`config.mk`:
```
export PLATFORM = sky130hd
export DESIGN_NAME = midi_rule_filter_mapper_unit
export DESIGN_NICKNAME = d
export VERILOG_FILES = /design/src/hw/rtl/mrfm_pkg.sv /design/src/hw/rtl/midi_rule_filter_mapper_unit.sv
export VERILOG_INCLUDE_DIRS = /design/src /design/src/hw/rtl
export SDC_FILE = /design/constraint.sdc
export NUM_CORES = 1
export LEC_CHECK = 0
export ABC_AREA = 0
export BUFFER_PORTS_ARGS = -buffer_cell sky130_fd_sc_hd__buf_2
export CORE_MARGIN = 2
export CORE_UTILIZATION = 58
export DETAILED_ROUTE_END_ITERATION = 10
export PLACE_DENSITY = 0.8
export SLEW_MARGIN = 5
export SYNTH_ARGS = -nofsm -noshare
export SYNTH_HDL_FRONTEND = slang
export SYNTH_SLANG_ARGS = --single-unit
```
`constraint.sdc`:
```
create_clock -name i_clk -period 4.7 [get_ports i_clk]
set_input_delay 0.47 -clock i_clk [delete_from_list [all_inputs] [get_ports i_clk]]
set_output_delay 0.47 -clock i_clk [all_outputs]
set_load 0.05 [all_outputs]
```
`src/hw/rtl/midi_rule_filter_mapper_unit_macros.svh`:
```
// assertion macros for the midi rule filter and mapper
`ifndef MIDI_RULE_FILTER_MAPPER_UNIT_MACROS_SVH
`define MIDI_RULE_FILTER_MAPPER_UNIT_MACROS_SVH

`ifndef SYNTHESIS

`define MRFM_ASSERT_HOLD(label, cond, msg) \
    label: assert property (@(posedge i_clk) disable iff (!i_rst_n) (cond)) \
        else $error(msg);

`define MRFM_ASSERT_IMPL(label, ante, cons, msg) \
    label: assert property (@(posedge i_clk) disable iff (!i_rst_n) (ante) |-> (cons)) \
        else $error(msg);

`define MRFM_ASSERT_NEXT(label, ante, cons, msg) \
    label: assert property (@(posedge i_clk) disable iff (!i_rst_n) (ante) |=> (cons)) \
        else $error(msg);

`else

`define MRFM_ASSERT_HOLD(label, cond, msg)
`define MRFM_ASSERT_IMPL(label, ante, cons, msg)
`define MRFM_ASSERT_NEXT(label, ante, cons, msg)

`endif

`endif

```
`src/hw/rtl/mrfm_pkg.sv`:
```
// types, constants and rule slot decoder for the midi rule filter and mapper
package mrfm_pkg;

    localparam int NUM_RULES  = 10;
    localparam int SLOT_COUNT = 10;
    localparam int SLOT_W     = 16;
    localparam int IDX_W      = 4;

    localparam logic [IDX_W-1:0] RULE_LIMIT = IDX_W'(NUM_RULES);
    localparam logic [IDX_W-1:0] SLOT_LIMIT = IDX_W'(SLOT_COUNT);

    localparam logic [6:0] TGT_DISCARD  = 7'd0;
    localparam logic [6:0] TGT_FIRST_CH = 7'd1;
    localparam logic [6:0] TGT_KEY_AT   = 7'd17;
    localparam logic [6:0] TGT_CHAN_AT  = 7'd18;
    localparam logic [6:0] TGT_PROG     = 7'd19;
    localparam logic [6:0] TGT_FIRST_CC = 7'd21;
    localparam logic [6:0] TGT_LAST_CC  = 7'd84;

    localparam logic [3:0] ST_KEY_AT  = 4'hA;
    localparam logic [3:0] ST_CTRL    = 4'hB;
    localparam logic [3:0] ST_PROG    = 4'hC;
    localparam logic [3:0] ST_CHAN_AT = 4'hD;
    localparam logic [3:0] ST_PITCH   = 4'hE;
    localparam logic [3:0] ST_SYSTEM  = 4'hF;

    localparam logic [1:0] LEN_ONE = 2'd1;
    localparam logic [1:0] LEN_TWO = 2'd2;

    localparam logic [1:0] REG_RULE_COUNT = 2'd0;
    localparam logic [1:0] REG_SLOTS_0_3  = 2'd1;
    localparam logic [1:0] REG_SLOTS_4_7  = 2'd2;
    localparam logic [1:0] REG_SLOTS_8_9  = 2'd3;

    localparam logic [3:0]  RST_RULE_COUNT = 4'd0;
    localparam logic [63:0] RST_SLOTS_0_3  = 64'h0005_0005_0005_0005;
    localparam logic [63:0] RST_SLOTS_4_7  = 64'h0005_0005_0005_0005;
    localparam logic [31:0] RST_SLOTS_8_9  = 32'h0005_0005;

    typedef logic [SLOT_W-1:0] t_slot;

    typedef enum logic [2:0] {
        S_IDLE = 3'b001,
        S_RUN  = 3'b010,
        S_OUT  = 3'b100
    } t_state;

    typedef enum logic [1:0] {
        MK_CHAN = 2'd0,
        MK_TYPE = 2'd1,
        MK_CC   = 2'd2
    } t_match_kind;

    typedef enum logic [2:0] {
        ACT_OFF      = 3'd0,
        ACT_DISCARD  = 3'd1,
        ACT_SET_CHAN = 3'd2,
        ACT_SET_CC   = 3'd3,
        ACT_AT_TO_CC = 3'd4,
        ACT_CC_TO_AT = 3'd5
    } t_action;

    typedef struct packed {
        logic [1:0]  src;
        t_match_kind kind;
        t_action     act;
        logic [3:0]  match_chan;
        logic [3:0]  match_type;
        logic [5:0]  match_cc;
        logic [5:0]  arg;
    } t_rule;

    function automatic t_rule rule_decode(input t_slot slot);
        t_rule      r;
        logic [6:0] tin;
        logic [6:0] tout;
        logic [6:0] tin_cc;
        logic [6:0] tout_cc;
        logic [6:0] tin_ch;
        logic [6:0] tout_ch;
        logic       tout_is_cc;
        tin        = slot[8:2];
        tout       = slot[15:9];
        tin_cc     = tin - TGT_FIRST_CC;
        tout_cc    = tout - TGT_FIRST_CC;
        tin_ch     = tin - TGT_FIRST_CH;
        tout_ch    = tout - TGT_FIRST_CH;
        tout_is_cc = (tout >= TGT_FIRST_CC) && (tout <= TGT_LAST_CC);
        r.src        = slot[1:0];
        r.kind       = MK_TYPE;
        r.act        = ACT_OFF;
        r.match_chan = 4'd0;
        r.match_type = 4'd0;
        r.match_cc   = 6'd0;
        r.arg        = 6'd0;
        priority if (tin == TGT_DISCARD || tin > TGT_LAST_CC) begin
            r.act = ACT_OFF;
        end else if (tin < TGT_KEY_AT) begin
            r.kind       = MK_CHAN;
            r.match_chan = tin_ch[3:0];
            if (tout == TGT_DISCARD) begin
                r.act = ACT_DISCARD;
            end else if (tout < TGT_KEY_AT) begin
                r.act = ACT_SET_CHAN;
                r.arg = {2'b00, tout_ch[3:0]};
            end
        end else if (tin >= TGT_FIRST_CC) begin
            r.kind       = MK_CC;
            r.match_type = ST_CTRL;
            r.match_cc   = tin_cc[5:0];
            if (tout == TGT_DISCARD) begin
                r.act = ACT_DISCARD;
            end else if (tout_is_cc) begin
                r.act = ACT_SET_CC;
                r.arg = tout_cc[5:0];
            end else if (tout == TGT_CHAN_AT) begin
                r.act = ACT_CC_TO_AT;
            end
        end else if (tin == TGT_CHAN_AT) begin
            r.match_type = ST_CHAN_AT;
            if (tout == TGT_DISCARD) begin
                r.act = ACT_DISCARD;
            end else if (tout_is_cc) begin
                r.act = ACT_AT_TO_CC;
                r.arg = tout_cc[5:0];
            end
        end else begin
            priority if (tin == TGT_KEY_AT) begin
                r.match_type = ST_KEY_AT;
            end else if (tin == TGT_PROG) begin
                r.match_type = ST_PROG;
            end else begin
                r.match_type = ST_PITCH;
            end
            if (tout == TGT_DISCARD) begin
                r.act = ACT_DISCARD;
            end
        end
        return r;
    endfunction

endpackage

```
`src/hw/rtl/midi_rule_filter_mapper_unit.sv`:
```
// top level of the midi rule filter and mapper
// system messages and items with zero active rules skip the rule pass; else n rules are applied,
// n = min(rule_count, 10), fewer after a discard, one rule per cycle through the single
// decode and match unit; one item in flight, the next accepted back in idle after the
// result is taken, where a waiting register write goes first
// synchronous active-low reset clears control state and restores the register defaults
`include "midi_rule_filter_mapper_unit_macros.svh"

module midi_rule_filter_mapper_unit
    import mrfm_pkg::*;
(
    input  logic        i_clk,
    input  logic        i_rst_n,
    input  logic        i_s_tvalid,
    output logic        o_s_tready,
    // status_byte, first_data, second_data, data_length, source_ports, zero fill
    input  logic [31:0] i_s_tdata,
    output logic        o_m_tvalid,
    input  logic        i_m_tready,
    // out_status, out_first_data, out_second_data, out_length, drop_flag, zero fill
    output logic [31:0] o_m_tdata,
    input  logic        i_cfg_valid,
    output logic        o_cfg_ready,
    input  logic [1:0]  i_cfg_index,
    input  logic [63:0] i_cfg_data
);

    t_state r_state, n_state;
    logic [IDX_W-1:0] r_idx, n_idx;
    logic [IDX_W-1:0] r_limit, n_limit;
    logic             r_drop, n_drop;
    logic [7:0]       r_st, n_st;
    logic [7:0]       r_d0, n_d0;
    logic [7:0]       r_d1, n_d1;
    logic [1:0]       r_len, n_len;
    logic [1:0]       r_ports, n_ports;

    logic [3:0]  r_rule_count;
    logic [63:0] r_slots_0_3;
    logic [63:0] r_slots_4_7;
    logic [31:0] r_slots_8_9;

    logic [SLOT_COUNT*SLOT_W-1:0] w_all_slots;
    t_slot                        w_slot_arr [SLOT_COUNT];
    t_slot                        w_slot;
    t_rule                        w_rule;
    logic                         w_hit;
    logic                         w_fire;
    logic                         w_in_acc;
    logic [IDX_W-1:0]             w_idx_inc;
    logic [IDX_W-1:0]             w_limit_in;

    // register writes only while idle, and they go before a waiting item
    assign o_s_tready  = (r_state == S_IDLE) && !i_cfg_valid;
    assign o_m_tvalid  = (r_state == S_OUT);
    assign o_cfg_ready = (r_state == S_IDLE);
    assign o_m_tdata   = {5'd0, r_drop, r_len, r_d1, r_d0, r_st};
    assign w_in_acc    = i_s_tvalid && o_s_tready;
    assign w_idx_inc   = r_idx + IDX_W'(1);

    assign w_all_slots = {r_slots_8_9, r_slots_4_7, r_slots_0_3};

    always_comb begin
        for (int k = 0; k < SLOT_COUNT; k++) begin
            w_slot_arr[k] = w_all_slots[k*SLOT_W +: SLOT_W];
        end
    end

    // slots past the register set act as rules that are off
    assign w_slot = (r_idx < SLOT_LIMIT) ? w_slot_arr[r_idx] : t_slot'(0);
    assign w_rule = rule_decode(w_slot);

    always_comb begin
        unique case (w_rule.kind)
            MK_CHAN: w_hit = (r_st[3:0] == w_rule.match_chan);
            MK_TYPE: w_hit = (r_st[7:4] == w_rule.match_type);
            MK_CC:   w_hit = (r_st[7:4] == w_rule.match_type) &&
                             (r_d0 == {2'b00, w_rule.match_cc});
            default: w_hit = 1'b0;
        endcase
    end

    assign w_fire = (|(r_ports & w_rule.src)) && w_hit;

    assign w_limit_in = (i_s_tdata[7:4] == ST_SYSTEM) ? IDX_W'(0) :
                        (IDX_W'(r_rule_count) > RULE_LIMIT) ? RULE_LIMIT :
                        IDX_W'(r_rule_count);

    always_comb begin
        n_state = r_state;
        n_idx   = r_idx;
        n_limit = r_limit;
        n_drop  = r_drop;
        n_st    = r_st;
        n_d0    = r_d0;
        n_d1    = r_d1;
        n_len   = r_len;
        n_ports = r_ports;
        unique case (r_state)
            S_IDLE: begin
                if (w_in_acc) begin
                    n_st    = i_s_tdata[7:0];
                    n_d0    = i_s_tdata[15:8];
                    n_d1    = i_s_tdata[23:16];
                    n_len   = i_s_tdata[25:24];
                    n_ports = i_s_tdata[27:26];
                    n_drop  = 1'b0;
                    n_idx   = '0;
                    n_limit = w_limit_in;
                    n_state = (w_limit_in == IDX_W'(0)) ? S_OUT : S_RUN;
                end
            end
            S_RUN: begin
                if (w_fire) begin
                    unique case (w_rule.act)
                        ACT_DISCARD:  n_drop = 1'b1;
                        ACT_SET_CHAN: n_st = {r_st[7:4], w_rule.arg[3:0]};
                        ACT_SET_CC:   n_d0 = {2'b00, w_rule.arg};
                        ACT_AT_TO_CC: begin
                            n_st  = {ST_CTRL, r_st[3:0]};
                            n_d1  = r_d0;
                            n_d0  = {2'b00, w_rule.arg};
                            n_len = LEN_TWO;
                        end
                        ACT_CC_TO_AT: begin
                            n_st  = {ST_CHAN_AT, r_st[3:0]};
                            n_d0  = r_d1;
                            n_len = LEN_ONE;
                        end
                        default: ;
                    endcase
                end
                n_idx = w_idx_inc;
                if ((w_fire && w_rule.act == ACT_DISCARD) || w_idx_inc == r_limit) begin
                    n_state = S_OUT;
                end
            end
            S_OUT: begin
                if (i_m_tready) begin
                    n_state = S_IDLE;
                end
            end
            default: n_state = S_IDLE;
        endcase
    end

    always_ff @(posedge i_clk) begin
        if (!i_rst_n) begin
            r_state      <= S_IDLE;
            r_idx        <= '0;
            r_limit      <= '0;
            r_drop       <= 1'b0;
            r_rule_count <= RST_RULE_COUNT;
            r_slots_0_3  <= RST_SLOTS_0_3;
            r_slots_4_7  <= RST_SLOTS_4_7;
            r_slots_8_9  <= RST_SLOTS_8_9;
        end else begin
            r_state <= n_state;
            r_idx   <= n_idx;
            r_limit <= n_limit;
            r_drop  <= n_drop;
            if (i_cfg_valid && o_cfg_ready) begin
                unique case (i_cfg_index)
                    REG_RULE_COUNT: r_rule_count <= i_cfg_data[3:0];
                    REG_SLOTS_0_3:  r_slots_0_3  <= i_cfg_data;
                    REG_SLOTS_4_7:  r_slots_4_7  <= i_cfg_data;
                    REG_SLOTS_8_9:  r_slots_8_9  <= i_cfg_data[31:0];
                    default: ;
                endcase
            end
        end
    end

    always_ff @(posedge i_clk) begin
        r_st    <= n_st;
        r_d0    <= n_d0;
        r_d1    <= n_d1;
        r_len   <= n_len;
        r_ports <= n_ports;
    end

    `MRFM_ASSERT_IMPL(a_idx_in_range, r_state == S_RUN, r_idx < r_limit, "rule index past limit")
    `MRFM_ASSERT_IMPL(a_no_run_after_drop, r_state == S_RUN, !r_drop, "rule applied after discard")
    `MRFM_ASSERT_NEXT(a_accept_starts, w_in_acc, r_state == S_RUN || r_state == S_OUT,
        "accepted item not started")
    `MRFM_ASSERT_NEXT(a_out_holds, r_state == S_OUT && !i_m_tready, r_state == S_OUT,
        "result dropped before taken")
    `MRFM_ASSERT_HOLD(a_limit_bound, r_limit <= RULE_LIMIT, "rule limit above rule count cap")

endmodule

```
Word-level counts from Yosys, hierarchy flattened
Cells that the tools add are included.
- bits in registers: 204
- output and inout bits: 35
- logic and storage cells: 158
- add/subtract/negate cells: 5
- $lt $le $gt $ge: 9
- equal/unequal tests: 34
- multiplexer cells: 63
- bitwise logic cells: 2
- reduce and logical (&&, ||, !) cells: 31
- operators with widths (operator ; count):
    16-bit binary-select mux with 4-bit select ; 1
    8-bit one-hot mux with 2 select lines ; 4
    8-bit 2-to-1 mux ; 7
    16-bit 2-to-1 mux ; 3
    3-bit 2-to-1 mux ; 15
    6-bit 2-to-1 mux ; 6
    7-bit by 5-bit == test with 1-bit output, second input constant ; 4
    4-bit 2-to-1 mux ; 6
    8-bit one-hot mux with 3 select lines ; 1
    20-bit 2-to-1 mux ; 1
    4-bit AND reduction ; 4
    7-bit by 5-bit greater-or-equal comparator with 1-bit output, second input constant ; 2
    7-bit logical NOT ; 2
    7-bit by 5-bit less-than comparator with 1-bit output, second input constant ; 2
    2-bit 2-to-1 mux ; 7
    4-bit == test ; 3
    2-bit inequality test, second input constant ; 6
    2-bit AND reduction ; 6
    6-bit by 5-bit subtractor with 6-bit output, second input constant ; 2
    10-bit 2-to-1 mux ; 1
    3-bit by 2-bit == test with 1-bit output, second input constant ; 3
    3-bit == test, second input constant ; 3
    3-bit one-hot mux with 3 select lines ; 1
    8-bit by 6-bit == test with 1-bit output ; 1
    32 further kinds ; 53

Depth between registers and ports, before layout
Gate-level depths: netlist of the first run.
- depth in word-level cells: 21
- gate-level depth with buffers: 18

Worst setup path after synthesis of the first run
No wires, ideal clock.
- path kind: register -> register
- start point: reg r_idx[0]
- end point: reg r_d0[0] (enable)
- library setup time: 0.387 ns
- data arrival time: 3.868 ns
- slack: 0.445 ns
- cell stages (with the launch flop): 19
- cell sequence: dfxtp_1 > buf_6 > buf_6 > mux2i_1 > o22ai_1 > o21a_1 > nor2_1 > inv_1 > ha_1 > inv_1 > nand4_1 > a211oi_2 > nand2b_1 > nor3b_1 > a211oi_2 > o21ai_1 > and2_1 > buf_6 > o31ai_1
- word-level cells in the longest chain between the ends: 18
- elaborated cells between the ends (all ways): 62
- those cells by class: add/sub: 2; order compare: 7; eq/ne: 14; mux: 27; bitwise: 2; reduce/logical: 10
- ends and longest elaborated chain (what ; line ; RTL):
    start, declared ; midi_rule_filter_mapper_unit.sv:29 ; logic [IDX_W-1:0] r_idx, n_idx;
    start signal, assigned ; midi_rule_filter_mapper_unit.sv:159 ; r_idx <= n_idx;
    4-bit NOT with 5-bit output (not written as such) ; midi_rule_filter_mapper_unit.sv:70 ; assign w_slot = (r_idx < SLOT_LIMIT) ? w_slot_arr[r_idx] : t_slot'(0);
    16-bit binary-select mux with 4-bit select ; midi_rule_filter_mapper_unit.sv:70 ;
    16-bit 2-to-1 mux (not written as such) (2 in a row) ; midi_rule_filter_mapper_unit.sv:70 ;
    16-bit 2-to-1 mux * ; midi_rule_filter_mapper_unit.sv:70 ;
    branches (longest 12 deep; another with 7-bit by 5-bit greater-or-equal comparator with 1-bit output) ; - ;
    4-bit AND reduction (no line) * ; - ;
    end signal, assigned ; midi_rule_filter_mapper_unit.sv:176 ; r_d0 <= n_d0;
    end, declared ; midi_rule_filter_mapper_unit.sv:33 ; logic [7:0] r_d0, n_d0;
Mark *: on every way between the ends. The select of a mux whose other input is x is not followed.
A chain may end at the register's enable or synchronous reset.

Worst setup path in the final report of the first run
- start point: reg r_idx[0]
- end point: reg r_d0[1] (enable)
The elaborated chain is that of the path after synthesis.

==> metrics, run 1 <==
largest net degree at the start of global routing=114; Setup crit end kind=register; Max Cap Viol=0; worst hold path startpoint=i_s_tdata[27]; setup tns final=0 ps; first-pass GRT wire length=42600 um; port buffer count=128; reg2reg path depth=13; maximum vdd ir drop=0.391 mV; met2 routed WL=12400 um; sequential area share after synthesis=0.424; Cell Rows=48; final wirelength=26600 um; EDFF count, synth=28; Highest Signal Layer=met4; Final ANT Viol Nets=0; RSZ-0062 raised after global routing=false; htree depth=1; DR vias/cell=5.78; Starting Density=0.593; gr usage total=0.285; Setup Fix Bufs, Post-CTS=0; Layout Nets=1392; final worst slack=369 ps; CTS Hold Bufs=0; status=finished, final reports clean; # DRC=0; width of the die=137 um; power density cells=414 nW/um^2; Worst setup SP type=register; Layout fillers=1387; Hold Crit Depth=1; Synth warnings=0; Max Root-Sink Buffers=3; Num CTS Buffers=22; clk root buf=clkbuf_16; critical path peak fanout=32; grt ovf=0; Die Ht=137 um; FF+latch count, synth=204; min cycle time layout=4330 ps; hold path endpoint=r_ports[1]; Pleak=4.33 nW; crit-path max cell delay=700 ps; drt initial violations=690; commonest register cell after synthesis=dfxtp_1; FF-to-FF End=r_d0[1]; Core Util, Final=0.678; M1 wire length=11200 um; area of the multi-input gates=5510 um^2; # IOs=138; setup violators final=0; routability cong.=0.886; drt pass-1 iters=6; Yosys cell types=76; FF+latch area=4370 um^2; Area growth syn-to-layout=14.3%; DP Worst Slack=458 ps; die area=18800 um^2; Worst slew margin=0.237; Reg-to-Reg Start=r_idx[0]; slowest CP cell=dfxtp_4; Crit Path Class=register to register; Data required, critical path=4910 ps; Synth top cells by count=nand2_1 (388), dfxtp_1 (176), a21boi_0 (146); DP Wirelength=18100 um; CP Cell Sequence=buf_4, mux2i_1, o22ai_1, o21ai_0, nand4_2, nor4b_2, nand2b_1, nor3b_1, and3b_1, o21ai_1, and2_1, o31ai_1, buf_4; worst slew pin tran=1140 ps; worst reg-to-reg setup slack=370 ps; Synth top area share=0.342; worst hold path type=input pin to register; total power=4.88 mW; FFs w/ async S/R, synth=0; cell area after synthesis=10300 um^2; WL met3=2130 um; Worst path most repeated cell=buf_4; diode count=0; Final Max Slew Viols=0; most frequent cell after synthesis=nand2_1; CTS resizes=0; clock transition at the registers of the reported paths=70 ps; syn_area_per_cell=8.68 um^2; Post-Synthesis Cells=1186; initial antenna violation count=1; CTS tree=built; Final Hold Vio Count=0; arrival time of the worst setup path=4540 ps; vias in the first global route=8400; clk_skew=10.8 ps; final instance area=11800 um^2; layout cells sized above 1=0.181; clk sink count=204; Wirelength per Cell=17.5 um; top post-synthesis cells by area=dfxtp_1 (34%), nand2_1 (14%), a21boi_0 (11%); Peak Freq=0.231 GHz; worst skew pair latency=510 ps; via count=8781; Placement Cell Area=11000 um^2; final cycle utilization of the critical path=0.921; Core Region=17400 um^2; post-synth top area cell=dfxtp_1
## layout make-up
| cell class | count | share of cell area |
|---|---|---|
| clock buffers | 28 | 0.0540 |
| flip-flops and latches | 204 | 0.371 |
| multi-input cells | 892 | 0.468 |
| clock inverters | 12 | 0.0104 |
| repair buffers | 150 | 0.0697 |
| well taps | 225 | 0.0239 |
| inverters | 9 | 0.00287 |
## placed cells by master (no fill, tap or decap), types with 8 or more instances in the layout
cell type / Yosys / routed
ha_1: 10 / 10
nor3_1: 9 / 9
inv_1: 8 / 8
nand2_1: 388 / 386
a21oi_1: 11 / 11
edfxtp_1: 28 / 28
mux2i_1: 55 / 55
clkbuf_16: 0 / 24
xnor2_1: 17 / 17
buf_2: 5 / 127
o21ai_0: 14 / 14
dfxtp_1: 176 / 175
nor2b_1: 11 / 11
nor2_1: 35 / 35
clkinv_2: 0 / 8
o31ai_1: 11 / 11
nand3_1: 30 / 30
buf_4: 11 / 22
o22ai_1: 14 / 14
mux4_2: 17 / 17
a21boi_0: 146 / 146
## flip-flops by register name, summed over array words and instances, names as in the netlist, 3 cells and up
| register | cells |
|---|---|
| r_d1 | 8 |
| r_state | 3 |
| r_slots_4_7 | 64 |
| r_slots_0_3 | 64 |
| r_st | 8 |
| r_limit | 4 |
| r_idx | 4 |
| r_slots_8_9 | 32 |
| r_d0 | 8 |
| r_rule_count | 4 |
## per-layer routing
layer  GRT usage  vias to the layer above
met5           0                        -
met4       0.107                        0
met3      0.0611                       66
met2       0.466                      305
met1       0.371                     4143
li1            -                     4267
## worst max-delay path: cells and delay by family, from the launching register on
family	cells	cell delay, ps
compound gates	4	830
simple gates	6	1650
flops	1	700
mux	1	290
buf+inv	2	530
## worst max path at each step
stage              from      end
2_1_floorplan  r_idx[0]  r_d0[0]
3_3_place_gp   r_idx[0]  r_d0[4]
3_5_place_dp   r_idx[0]  r_d0[3]
4_1_cts        r_idx[0]  r_d0[6]
5_1_grt        r_idx[0]  r_d0[7]
6_report       r_idx[0]  r_d0[1]
## stage by stage
| stage | hold WS, ps | cells |
|---|---|---|
| final | 137 | 1520 |
| after global routing | 132 | 1520 |
| after CTS | 132 | 1520 |
| after detailed placement | 456 | 1480 |
| after global placement | 446 | 1480 |
| after floorplan | 435 | 1190 |
## logic make-up (layout without fill, tap and decap cells)
family / after synthesis / in the layout / share of synthesized area
other: 1 / 5 / 0.000364
muxes: 76 / 76 / 0.0950
and+or+nand+nor: 520 / 520 / 0.215
AOI/OAI and AO/OA: 257 / 257 / 0.188
adders and majority gates: 10 / 10 / 0.0121
xor gates and xnor gates: 24 / 24 / 0.0217
DFF: 204 / 204 / 0.424
buffers and inverters: 94 / 199 / 0.0440
## power breakdown
group / leakage (nW) / switching [mW] / internal [mW]
Sequential: 1.69 / 0.101 / 1.94
Clock: 0.383 / 0.714 / 1.07
Combinational: 2.26 / 0.708 / 0.341
(Power assumes the default switching activity.)
==> run 2, diff against run 1 <==
Settings changed: PLACE_DENSITY 0.8 to 0.87.
==> run 2 against run 1 <==
Compared with the run above: core utilization down 0.25 points; routed wire length up 1.4%; highest routed layer unchanged; sequential cell count unchanged; largest power group unchanged; setup slack worse by 26 ps.
==> metrics, run 2 (synthesized netlist as in run 1, its figures left out) <==
Layout Nets=1394; DR vias/cell=5.92; Final Max Slew Viols=0; clk sink count=204; DP Wirelength=18200 um; Data required, critical path=4850 ps; Worst slew margin=0.294; Layout fillers=1318; via count=9014; vias in the first global route=8513; min cycle time layout=4360 ps; final wirelength=27000 um; # IOs=138; arrival time of the worst setup path=4510 ps; Crit Path Class=register to register; maximum vdd ir drop=0.268 mV; worst hold slack=149 ps; clk root buf=clkbuf_16; diode count=0; CTS tree=built; Num CTS Buffers=22; Area growth syn-to-layout=13.9%; setup tns final=0 ps; worst hold path type=input pin to register; routability cong.=0.972; critical path peak fanout=29; Max Cap Viol=0; layout cells sized above 1=0.180; leading cell type in the layout, fill and taps excluded=nand2_1; gr usage total=0.286; Die Ht=137 um; CTS Hold Bufs=0; Core Region=17400 um^2; Setup crit end kind=register; clk_skew=11.3 ps; Starting Density=0.593; first-pass GRT wire length=42700 um; die area=18800 um^2; most frequent cells in the layout=nand2_1 (386), dfxtp_1 (175), a21boi_0 (146); status=finished, final reports clean; initial antenna violation count=0; largest net degree at the start of global routing=117; port buffer count=128; RSZ-0062 raised after global routing=false; worst skew pair latency=510 ps; Final Hold Vio Count=0; worst slew pin tran=1050 ps; setup violators final=0; width of the die=137 um; htree depth=1; biggest registers after layout=r_slots_0_3 (64), r_slots_4_7 (64), r_slots_8_9 (32); Cell Rows=48; Worst setup SP type=register; CTS resizes=0; Wirelength per Cell=17.7 um; grt ovf=0; Final ANT Viol Nets=0; final cycle utilization of the critical path=0.927; # DRC=0; clock transition at the registers of the reported paths=60 ps; drt pass-1 iters=5; power density cells=406 nW/um^2; Setup Fix Bufs, Post-CTS=0; Max Root-Sink Buffers=3; Pleak=4.30 nW; drt initial violations=968; Peak Freq=0.230 GHz
[run 2: changes by cell type in the layout (fill, tap and decap cells not counted), sizes merged]
| cell | previous run | this run |
|---|---|---|
| clkinvlp | 0 | 1 |
| clkinv | 9 | 10 |
| inv | 10 | 9 |
| bufinv | 2 | 1 |
| buf | 150 | 152 |
[run 2: metrics by stage]
stage / utilization / power (mW) / instances / worst slack (ps) / cell area, um^2
global route: 0.676 / 4.97 / 1522 / 1.70 / 11700
detailed placement: 0.635 / 3.10 / 1482 / 303 / 11000
finish: 0.676 / 4.77 / 1522 / 344 / 11700
global placement: 0.635 / 3.07 / 1482 / 469 / 11000
floorplan: - / 2.81 / 1190 / 445 / 10300
CTS: 0.676 / 4.78 / 1522 / 264 / 11700
[run 2: layout make-up]
type / instances / area, um^2 / area share
clock buffer: 28 / 613 / 0.0523
clock inverter: 12 / 95.1 / 0.00811
inverter: 9 / 33.8 / 0.00288
multi-input combinational: 892 / 5520 / 0.470
sequential: 204 / 4370 / 0.372
tap: 225 / 282 / 0.0240
timing repair buffer: 152 / 823 / 0.0702
[run 2: final timing paths]
check / startpoint / endpoint / slack (ps) / cells after the start
worst max register to register: r_idx[0] / r_st[1] / 340 / 13
worst max-delay path: r_idx[0] / r_st[1] / 340 / 13
worst min-delay path: i_s_tdata[26] / r_ports[0] / 150 / 1
worst min register to register: r_slots_4_7[35] / r_slots_4_7[35] / 460 / 2
[run 2: report_power, final]
group	internal (mW)	switching, mW	total (mW)
logic	0.338	0.713	1.05
registers	1.94	0.101	2.04
clock network	0.978	0.694	1.67
[run 2: critical path: stages, from the launching register on]
cell and delay [ps]:
dfxtp_4 670, buf_4 310, mux2i_1 510, a22oi_1 150, a21oi_2 190, buf_4 180
nor2_1 70, a211oi_2 480, nand2b_1 140, nor3b_1 200, a211oi_2 240, o21ai_1 150
and2_1 270, o31ai_2 450
[run 2: metal layers]
layer	global-route usage	vias up	share of wire
met4	0.0962	0	0.025
met2	0.468	407	0.47
met3	0.0684	53	0.085
li1	-	4264	-
met5	0	-	0
met1	0.371	4290	0.42
